**src/sv/tq_pkg.sv**
```systemverilog
`timescale 1ns / 1ps
// Package for the two-queue page buffer policy core.
// Holds list depths, entry and cell command types, opcode and status codes.
package tq_pkg;

	localparam int FREQ_N  = 32;
	localparam int REC_N   = 16;
	localparam int GHOST_N = 32;

	localparam int IDW  = 31;
	localparam int SZW  = 17;
	localparam int POSW = 8;
	localparam int CNTW = 9;

	typedef logic [IDW-1:0]  id_t;
	typedef logic [SZW-1:0]  size_t;
	typedef logic [POSW-1:0] pos_t;
	typedef logic [CNTW-1:0] cnt_t;

	typedef enum logic [1:0] {
		OP_READ      = 2'd0,
		OP_PUT_CLEAN = 2'd1,
		OP_PUT_MOD   = 2'd2,
		OP_FLUSH     = 2'd3
	} op_t;

	typedef enum logic [2:0] {
		ST_HIT_RECENT = 3'd0,
		ST_HIT_FREQ   = 3'd1,
		ST_INTO_REC   = 3'd2,
		ST_INTO_FREQ  = 3'd3,
		ST_TOO_BIG    = 3'd4,
		ST_RESIZED    = 3'd5,
		ST_ABSENT     = 3'd6,
		ST_REBUILT    = 3'd7
	} status_t;

	localparam logic [1:0] CFG_BUFFER  = 2'd0;
	localparam logic [1:0] CFG_PERCENT = 2'd1;
	localparam logic [1:0] CFG_MAXPAGE = 2'd2;

	localparam logic [31:0] BUFFER_RST  = 32'd65536;
	localparam logic [6:0]  PERCENT_RST = 7'd25;
	localparam logic [15:0] MAXPAGE_RST = 16'd4096;
	localparam logic [31:0] RMAX_RST    = 32'd16384;
	localparam logic [31:0] FMAX_RST    = 32'd49152;

	typedef struct packed {
		logic  valid;
		id_t   id;
		size_t size;
	} ent_t;

	typedef struct packed {
		logic  shift;
		logic  load;
		logic  upd;
		pos_t  pos;
		pos_t  lpos;
		id_t   id;
		size_t size;
	} cmd_t;

endpackage

```
**src/sv/tq_cell.sv**
```systemverilog
`timescale 1ns / 1ps
// One list slot: holds an entry, compares it to the key, takes its right
// neighbor on a shift, loads on an append, resizes on an update hit. Depends on tq_pkg.
module tq_cell (
	input  logic         clk,
	input  logic         arst_n,
	input  tq_pkg::pos_t idx,
	input  tq_pkg::id_t  key,
	input  tq_pkg::cmd_t cmd,
	input  tq_pkg::ent_t nxt,
	output tq_pkg::ent_t ent,
	output logic         hit
);
	import tq_pkg::*;

	logic  valid_q;
	id_t   id_q;
	size_t size_q;
	logic  take_nxt;
	logic  take_new;

	assign hit      = valid_q && (id_q == key);
	assign take_new = cmd.load && (idx == cmd.lpos);
	assign take_nxt = cmd.shift && (idx >= cmd.pos);
	assign ent      = '{valid: valid_q, id: id_q, size: size_q};

	always_ff @(posedge clk or negedge arst_n) begin
		if (!arst_n) begin
			valid_q <= 1'b0;
		end else if (take_new) begin
			valid_q <= 1'b1;
		end else if (take_nxt) begin
			valid_q <= nxt.valid;
		end
	end

	always_ff @(posedge clk) begin
		if (take_new) begin
			id_q   <= cmd.id;
			size_q <= cmd.size;
		end else if (take_nxt) begin
			id_q   <= nxt.id;
			size_q <= nxt.size;
		end else if (cmd.upd && hit) begin
			size_q <= cmd.size;
		end
	end

endmodule

```
**config.mk**
```make
export PLATFORM = sky130hd
export DESIGN_NAME = tq_cell
export DESIGN_NICKNAME = d
export VERILOG_FILES = /design/src/sv/tq_pkg.sv /design/src/sv/tq_cell.sv
export SDC_FILE = /design/constraint.sdc
export NUM_CORES = 1
export LEC_CHECK = 0
export BUFFER_PORTS_ARGS = -buffer_cell sky130_fd_sc_hd__buf_4
export CORE_ASPECT_RATIO = 1.25
export CORE_UTILIZATION = 37
export DETAILED_ROUTE_END_ITERATION = 8
export GPL_TIMING_DRIVEN = 0
export PLACE_DENSITY = 0.8
export SLEW_MARGIN = 20
export SYNTH_ARGS = -nofsm -noshare
export SYNTH_HDL_FRONTEND = slang
export SYNTH_SLANG_ARGS = --single-unit
```
**constraint.sdc**
```tcl
create_clock -name clk -period 2 [get_ports clk]
set_input_delay 0.4 -clock clk [delete_from_list [all_inputs] [get_ports clk]]
set_output_delay 0.4 -clock clk [all_outputs]
set_load 0.02 [all_outputs]
```
==> qor.yml <==
routing:
  drt-initial-drc-count: 22
  wire_per_inst_um: 15.8
  drcViolationCount: 0
  drt_first_pass_iters: 4
  vias: 2391
  final_antenna_net_count: 0
  drt_wl_total_mm: 8.05
  vias_per_cell: 4.71
worst_hold_path:
  hold_path.class: "in2reg"
  hp-start: "nxt[13]"
  whs_endpoint: "size_q[13]$_DFFE_PP_"
  min_delay_path_depth: 2
run_status:
  violations: "setup timing"
  status: "finished with violations"
logic_synthesis:
  syn_nets: 354
  avgSynthCellArea_um2: 14.5
  synth_top_area_frac: 0.524
  synth.distinct_cells: 28
  synth_common_cells: "48 x edfxtp_1, 38 x mux2_2, 24 x xor2_1"
  synth_seq_cells: 49
  synth_area_um2: 2750
  netlist_instances: 189
  synthArstFlopShare: 0.0204
  yosys-top-cells-area: "edfxtp_1 52%, mux2_2 16%, xor2_1 7.6%"
  yosysSeqAreaShare: 0.533
  yosysWarnings: 0
  synthFlopType: "edfxtp_1"
  synth_edf_count: 48
  yosysMostFrequentCell: "edfxtp_1"
  synth.largest_area_cell: "edfxtp_1"
place:
  portBuffers: 206
  dpl.hpwl_mm: 6.42
  dp_slack_ns: -0.421
  gp_congestion: 0.765
global_route:
  gr-total-overflow: 0
  grtUsageTotal: 0.204
  grt_pass1_wl_mm: 11.8
  first_global_vias: 2514
  grt_max_degree: 19
  antenna_found_initial: 0
timing:
  setup_ws_ns: -0.324
  finalCriticalPeriod_ns: 2.32
  finalCritPeriodShare: 1.16
  maxSlewViolCount: 0
  clock-skew-final_ns: 0.0134
  finalSetupTns_ns: -1.33
  rsz0062_at_grt: "true"
  setup_viol: 18
  maxSlewHeadroom: 0.708
  hold_slack_ns: 0.386
  fmax_ghz: 0.430
  finalHoldViolations: 0
  tightest_slew_ns: 0.439
worst_setup_path:
  crit_path_max_fanout: 2
  crit_path_end_kind: "output pin"
  rr_endpoint: "size_q[8]$_DFFE_PP_"
  cp-start-kind: "flop"
  worstPathRequired_ns: 1.60
  rr_startpoint: "id_q[4]$_DFFE_PP_"
  reg2reg_setup_slack_ns: -0.07
  path_class: "reg2out"
  reg2regPathDepth: 6
  cp.arrival_ns: 1.92
layout:
  area.growth.synth_to_final_pct: 74.8
  n_fill_cell: 562
  nets: 582
  diodes: 0
  drive_gt1_frac: 0.720
  utilization: 0.680
power:
  power_mw: 3.08
  vdd_drop_max_mv: 0.382
  intPower_mw: 2.29
  p_leak_nw: 2.15
  p_seq_frac: 0.430
  clockPowerShare: 0.274
  p_switching_mw: 0.798
  combPwrFrac: 0.296
  swShare: 0.259
  powerDensity_nw_per_um2: 642
clock_network:
  clock_latency_ns: 0.30
  cts_max_level: 2
  numCtsBuffers: 5
  clockBufferDepth: 2
  cts_tree: "yes"
  cts_root_buf: "clkbuf_8"
  clock-sinks: 49
  clkTransAtPathRegs_ns: 0.10
die:
  start_util: 0.389
  placementRows: 34
  fp.dieH_um: 98.4
  core_um2: 7060
  die_x_um: 79.1
  ios: 207
  dieArea_um2: 7780
job:
  cap_violations: 0
==> logic make-up (layout without fill, tap and decap cells) <==
family	Yosys count	count (layout)	share of synthesized area
AO/OA/AOI/OAI	8	10	0.0178
flip-flops	49	49	0.533
multiplexers	48	48	0.210
adder cells (fa/ha/maj)	8	8	0.0364
buffers and inverters	13	239	0.0232
AND/OR/NAND/NOR	24	25	0.0546
XOR/XNOR	39	39	0.124
==> worst max-delay path, cell delays in order (launching register included) <==
cell	delay [ns]
edfxtp_1	0.41
xor2_1	0.17
nor4_2	0.35
nand2_1	0.16
nor4_4	0.34
buf_4	0.20
==> power by group through the flow <==
stage               sequential (mW)  combinational (mW)  clock (mW)
floorplan                      1.48               0.273           0
global placement               1.35               0.856           0
detailed placement             1.35               0.876           0
CTS                            1.33               0.900       0.864
global route                   1.34               0.975       0.900
finish                         1.33               0.913       0.844
==> worst max-delay path by stage <==
stage	from	end	cells after the start
global route	id_q[4]$_DFFE_PP_	hit	5
global placement	idx[1]	size_q[4]$_DFFE_PP_	7
floorplan	id_q[28]$_DFFE_PP_	size_q[0]$_DFFE_PP_	5
finish	id_q[4]$_DFFE_PP_	hit	5
CTS	id_q[30]$_DFFE_PP_	hit	5
detailed placement	idx[1]	size_q[4]$_DFFE_PP_	7
==> cells in the final DEF (no fill, tap or decap), types with 2 or more instances in the layout <==
cell / instances
a21o_4: 3
a21oi_1: 2
buf_2: 3
buf_4: 218
bufinv_16: 2
clkbuf_8: 5
edfxtp_1: 48
ha_1: 4
ha_4: 4
inv_1: 4
inv_2: 2
inv_4: 2
mux2_2: 38
mux2_4: 10
nand2_1: 3
nand4_1: 4
nor2_1: 2
nor4_1: 3
nor4_2: 3
o21ai_1: 3
xnor2_1: 15
xor2_1: 24
==> repair_timing <==
| item | 4_1_cts | 5_1_grt |
|---|---|---|
| resized for setup | 5 | 0 |
| hold buffers | 1 | 0 |
| gates cloned | 3 | 0 |
| endpoints found under the hold margin | 1 | 0 |
| pin swaps | 5 | 3 |
| buffers inserted | 1 | 10 |
| endpoints found under the setup margin | 18 | 56 |
==> flip-flops by register name, summed over array words and instances (netlist names) <==
register	count
valid_q	1
id_q	31
size_q	17
==> metrics by stage <==
step | cell area [um2] | std cells
6_report | 4800 | 508
5_1_grt | 4800 | 508
4_1_cts | 4730 | 498
3_5_place_dp | 4520 | 485
3_3_place_gp | 4520 | 485
2_1_floorplan | 2860 | 189
==> metal layers <==
layer,vias up,wire [um],track usage
met2,141,4420,0.391
li1,1158,-,-
met1,1074,2560,0.191
met5,-,0,0
met3,18,852,0.0757
met4,0,210,0.0755
==> layout make-up <==
type                       instances  area, um2  area share
inverter                           8       35.0     0.00729
buffer                             5       37.5     0.00781
clock inverter                     3       68.8      0.0143
multi-input combinational        130       1380       0.286
clock buffer                       5       68.8      0.0143
sequential                        49       1470       0.305
timing repair buffer             218       1640       0.341
tap                               90        113      0.0234
Power figures use the tool's default switching activity.
