===== src/sv/tq_pkg.sv =====
`timescale 1ns / 1ps
// Package for the two-queue page buffer policy core.
// Holds list depths, entry and cell command types, opcode and status codes.
package tq_pkg;

	localparam int FREQ_N  = 32;
	localparam int REC_N   = 16;
	localparam int GHOST_N = 32;

	localparam int IDW  = 31;
	localparam int SZW  = 17;
	localparam int POSW = 8;
	localparam int CNTW = 9;

	typedef logic [IDW-1:0]  id_t;
	typedef logic [SZW-1:0]  size_t;
	typedef logic [POSW-1:0] pos_t;
	typedef logic [CNTW-1:0] cnt_t;

	typedef enum logic [1:0] {
		OP_READ      = 2'd0,
		OP_PUT_CLEAN = 2'd1,
		OP_PUT_MOD   = 2'd2,
		OP_FLUSH     = 2'd3
	} op_t;

	typedef enum logic [2:0] {
		ST_HIT_RECENT = 3'd0,
		ST_HIT_FREQ   = 3'd1,
		ST_INTO_REC   = 3'd2,
		ST_INTO_FREQ  = 3'd3,
		ST_TOO_BIG    = 3'd4,
		ST_RESIZED    = 3'd5,
		ST_ABSENT     = 3'd6,
		ST_REBUILT    = 3'd7
	} status_t;

	localparam logic [1:0] CFG_BUFFER  = 2'd0;
	localparam logic [1:0] CFG_PERCENT = 2'd1;
	localparam logic [1:0] CFG_MAXPAGE = 2'd2;

	localparam logic [31:0] BUFFER_RST  = 32'd65536;
	localparam logic [6:0]  PERCENT_RST = 7'd25;
	localparam logic [15:0] MAXPAGE_RST = 16'd4096;
	localparam logic [31:0] RMAX_RST    = 32'd16384;
	localparam logic [31:0] FMAX_RST    = 32'd49152;

	typedef struct packed {
		logic  valid;
		id_t   id;
		size_t size;
	} ent_t;

	typedef struct packed {
		logic  shift;
		logic  load;
		logic  upd;
		pos_t  pos;
		pos_t  lpos;
		id_t   id;
		size_t size;
	} cmd_t;

endpackage


===== src/sv/tq_budget.sv =====
`timescale 1ns / 1ps
// Budget split: recent and frequent byte budgets from the configuration,
// by reciprocal multiplication for the divide by 100. Depends on tq_pkg.
module tq_budget (
	input  logic        clk,
	input  logic        arst_n,
	input  logic        start,
	input  logic [31:0] buf_bytes,
	input  logic [6:0]  pct,
	input  logic [15:0] mpb,
	output logic        busy,
	output logic [31:0] rmax,
	output logic [31:0] fmax
);
	import tq_pkg::*;

	typedef enum logic [4:0] {
		BG_IDLE = 5'b00001,
		BG_QUO  = 5'b00010,
		BG_REM  = 5'b00100,
		BG_FRAC = 5'b01000,
		BG_FIN  = 5'b10000
	} bg_t;

	localparam logic [31:0] RECIP_100  = 32'h51EB851F;
	localparam logic [12:0] RECIP_FRAC = 13'd5243;
	localparam logic [6:0]  DIVISOR    = 7'd100;

	bg_t         st_q;
	logic [25:0] quo_q;
	logic [6:0]  rem_q;
	logic [32:0] qp_q;
	logic [6:0]  frac_q;
	logic [31:0] rmax_q;
	logic [31:0] fmax_q;
	logic [6:0]  pct_c;
	logic [63:0] quo_full;
	logic [13:0] rp;
	logic [26:0] frac_full;
	logic [31:0] share;
	logic [31:0] floor_b;
	logic [31:0] r_sel;

	// buf * pct / 100 = (buf / 100) * pct + (buf % 100) * pct / 100
	assign pct_c     = (pct > DIVISOR) ? DIVISOR : pct;
	assign quo_full  = 64'(buf_bytes) * 64'(RECIP_100);
	assign rp        = 14'(rem_q) * 14'(pct_c);
	assign frac_full = 27'(rp) * 27'(RECIP_FRAC);
	assign share     = qp_q[31:0] + {25'd0, frac_q};
	assign floor_b   = {16'd0, mpb} + 32'd4;
	assign r_sel     = (share < floor_b) ? floor_b : share;
	assign busy      = (st_q != BG_IDLE);
	assign rmax      = rmax_q;
	assign fmax      = fmax_q;

	always_ff @(posedge clk or negedge arst_n) begin
		if (!arst_n) begin
			st_q   <= BG_IDLE;
			rmax_q <= RMAX_RST;
			fmax_q <= FMAX_RST;
		end else if (start) begin
			st_q <= BG_QUO;
		end else begin
			unique case (st_q)
				BG_IDLE: begin
				end
				BG_QUO: st_q <= BG_REM;
				BG_REM: st_q <= BG_FRAC;
				BG_FRAC: st_q <= BG_FIN;
				BG_FIN: begin
					rmax_q <= r_sel;
					fmax_q <= (buf_bytes > r_sel) ? (buf_bytes - r_sel) : 32'd0;
					st_q   <= BG_IDLE;
				end
				default: st_q <= BG_IDLE;
			endcase
		end
	end

	always_ff @(posedge clk) begin
		if (st_q == BG_QUO) begin
			quo_q <= quo_full[62:37];
		end else if (st_q == BG_REM) begin
			rem_q <= 7'(buf_bytes - 32'(quo_q) * 32'(DIVISOR));
			qp_q  <= 33'(quo_q) * 33'(pct_c);
		end else if (st_q == BG_FRAC) begin
			frac_q <= frac_full[25:19];
		end
	end

endmodule


===== config.mk =====
export PLATFORM = sky130hd
export DESIGN_NAME = tq_budget
export DESIGN_NICKNAME = d
export VERILOG_FILES = /design/src/sv/tq_pkg.sv /design/src/sv/tq_budget.sv
export SDC_FILE = /design/constraint.sdc
export NUM_CORES = 2
export LEC_CHECK = 0
export ABC_AREA = 1
export BUFFER_PORTS_ARGS = -buffer_cell sky130_fd_sc_hd__buf_2
export CAP_MARGIN = 0
export CORE_MARGIN = 2
export CORE_UTILIZATION = 30
export DETAILED_ROUTE_END_ITERATION = 7
export MAX_ROUTING_LAYER = met4
export PLACE_DENSITY = 0.49
export SLEW_MARGIN = 20
export SYNTH_ARGS = -nofsm -noshare
export SYNTH_HDL_FRONTEND = slang
export SYNTH_SLANG_ARGS = --single-unit

===== constraint.sdc =====
create_clock -name clk -period 12.09 [get_ports clk]
set_input_delay 0.6045 -clock clk [delete_from_list [all_inputs] [get_ports clk]]
set_output_delay 0.6045 -clock clk [all_outputs]
set_load 0.05 [all_outputs]

==> flow_summary.ini <==
[synth]
yosysTopAreaCellShare_pct = 32.2
synth.avg_cell_area_sq_um = 8.52
synth_cell_types = 50
synth_area_sq_mm = 0.0367
synth_seq_cells = 141
synth_area_leaders = fa_1 (32%), ha_1 (21%), inv_1 (11%)
synth_edf_count = 72
yosys_warnings = 0
syn_nets = 5585
async_reset_ff_share_pct = 48.9
syn_inst = 4308
yosysSeqAreaShare_pct = 10.6
synth_ff_type = edfxtp_1
synth_top_cell_by_area = fa_1

[route]
routedWlPerCell_um = 19.3
routed_wl_um = 117000
drt_iter0_markers = 1730
drc = 0
vias_per_cell = 4.67
ant_nets = 0
dr.pass1.iters = 5
vias = 28291

[global_route]
antenna_found_initial = 2
grt_usage_pct = 19.6
grt_pass1_vias = 29981
grt.overflow.total = 0
grt_pass1_wl_um = 181000
grt_max_degree = 70

[timing]
worst-slew-pin-transition_ns = 0.920
finalSetupViolations = 0
finalCritPeriodShare_pct = 79.6
slew-limit-headroom_pct = 38.6
fin_skew_ns = 0.0180
period_minus_slack_ns = 9.63
hold_viol_final = 0
drv_slew = 0
setup_tns_ns = 0
timing.fmax_mhz = 104
grt_setup_unrepaired = false

[clock_tree]
htreeDepth = 4
cts.sinks = 141
ctsResizeCount = 0
cts_tree = built
cts_buffers = 17
clk_latency_ns = 0.48
cts-root-buf = clkbuf_16
cts_buffer_depth = 2
cts_hold_buffers = 0
cts_setup_buffers = 0
clk_pin_slew_ns = 0.06

[flow_run]
maxCapViolations = 0

[critical_path]
path_buf_inv = 14
critical_path_class = input port to register
cpLargestDelayFamily = adder cells
critPathMaxStageDelay_ns = 0.59
critical_path.endpoint_type = register
cp_slowest_cell = fa_1
crit_path_start_kind = input port
cp_data_arrival_time_ns = 9.85
required_ns = 12.31
crit_fanout = 34
crit_top_cell = inv_1

[floorplanning]
die_y_um = 354
num_rows = 128
die_w_um = 354
ioPinCount = 123
die_area_sq_mm = 0.125
initial_core_util_pct = 30.2
core-area_sq_mm = 0.122

[cells_and_area]
nNetsFinal = 5694
drive_gt1_share_pct = 4.79
syn2layout_area_growth_pct = 8.51

[hold_path]
hold_class = input port to register

[place]
gp_congestion = 0.944
io_buffers = 122
dp_hpwl_um = 102000

[status]
outcome = completed
[worst paths after layout]
kind | slack (ns) | startpoint | cells after the start | end
min in group asynchronous | 0.35 | arst_n | 2 | rmax[19]$_DFFE_PN0P_
setup / recovery | 2.46 | pct[5] | 40 | frac_q[5]$_DFFE_PP_
setup reg to reg | 3.33 | rem_q[3]$_DFFE_PP_ | 35 | frac_q[5]$_DFFE_PP_
hold / removal | 0.32 | start | 1 | st_q[1]$_DFFE_PN0P_
max in group asynchronous | 11.16 | arst_n | 2 | fmax[9]$_DFFE_PN0P_
hold reg to reg | 0.48 | rmax[5]$_DFFE_PN0P_ | 2 | rmax[5]$_DFFE_PN0P_
[synth_stat cells (16+ instances only)]
master and instances:
o21ai_0 145, clkbuf_1 37, nand2_2 19, edfxtp_1 72, nor2_1 278, xor2_1 92, nand3_1 117, xnor2_1 49
a21oi_1 182, o21bai_1 19, dfrtp_1 65, ha_1 628, nor3_1 24, inv_1 1048, nand2_1 751, a31oi_1 23
a21o_1 16, nand4_1 38, fa_1 591
[cell usage in the layout, fill, tap and decap left out, types with 3 or more instances in the layout]
master,netlist,final
nand4_1,38,38
inv_2,2,3
clkbuf_16,0,17
buf_4,1,12
clkinv_4,0,3
xor2_1,92,92
o21a_1,13,13
ha_1,628,628
a221oi_1,7,7
and3_1,7,7
dfrtp_1,65,65
nand2_2,19,19
nand3b_1,9,9
nor2_2,5,6
a21oi_1,182,182
nand2_1,751,751
a21o_1,16,16
inv_1,1048,1048
nand3_2,5,5
nor2_1,278,277
clkinv_2,0,3
o31ai_1,3,3
edfxtp_1,72,72
o21bai_1,19,19
o221ai_1,3,3
nor3_1,24,23
nor2_4,3,3
nand3_1,117,117
nor4_1,12,11
a21boi_0,10,10
dfstp_2,4,4
buf_2,4,122
o21ai_0,145,145
a31oi_1,23,23
o211ai_1,6,6
xnor2_1,49,49
fa_1,591,591
[registers in the layout, summed over array words and instances, names as in the netlist]
register / count
st_q: 5
frac_q: 7
fmax: 32
qp_q: 32
quo_q: 26
rmax: 32
rem_q: 7
[kinds of logic (layout without fill, tap and decap cells)]
family	Yosys count	in the layout	synth area share [%]
buffers and inverters	1096	1218	11.3
and+or+nand+nor	1275	1275	14.4
DFF	141	141	10.6
other	0	1	0
AOI/OAI and AO/OA	436	436	6.67
adders and majority gates	1219	1219	53.7
xor gates and xnor gates	141	141	3.37
[cell type report]
| class | instances | area [sq um] |
|---|---|---|
| sequential | 141 | 3890 |
| timing repair buffer | 134 | 701 |
| clock inverter | 13 | 116 |
| multi-input combinational | 3071 | 28700 |
| antenna | 1 | 2.50 |
| tap | 1625 | 2030 |
| fill | 12939 | 81700 |
| clock buffer | 19 | 437 |
| inverter | 1052 | 3950 |
[layer usage]
metal | up-vias | part of all wire [%] | track usage [%]
li1 | 13621 | - | -
met1 | 14123 | 47 | 26.2
met3 | 81 | 3.0 | 1.61
met2 | 466 | 49 | 32.9
met5 | - | 0 | -
met4 | 0 | 1.4 | 3.00
[worst reg2reg max path: cells and delay by family (launching register included)]
| family | cells | cell delay [ns] |
|---|---|---|
| buf+inv | 11 | 0.95 |
| xor+xnor | 2 | 0.69 |
| flops | 1 | 0.54 |
| fa+ha+maj | 11 | 4.83 |
| compound gates | 6 | 1.07 |
| simple gates | 5 | 0.44 |
[per-stage QoR]
stage | cells | cell area, sq um | worst slack, ns | util (%) | hold WS (ns)
finish | 6056 | 39800 | 2.46 | 32.8 | 0.321
detailed placement | 6023 | 39300 | 1.90 | 32.3 | 0.463
CTS | 6055 | 39800 | 2.39 | 32.8 | 0.289
global placement | 6023 | 39300 | 1.94 | 32.3 | 0.462
floorplan | 4308 | 36700 | 3.20 | - | 0.309
global route | 6055 | 39800 | 1.72 | 32.8 | 0.310
Power is left out: the tool's default activity adds up to more than one toggle a clock period on the data nets, which glitch-free logic cannot reach.
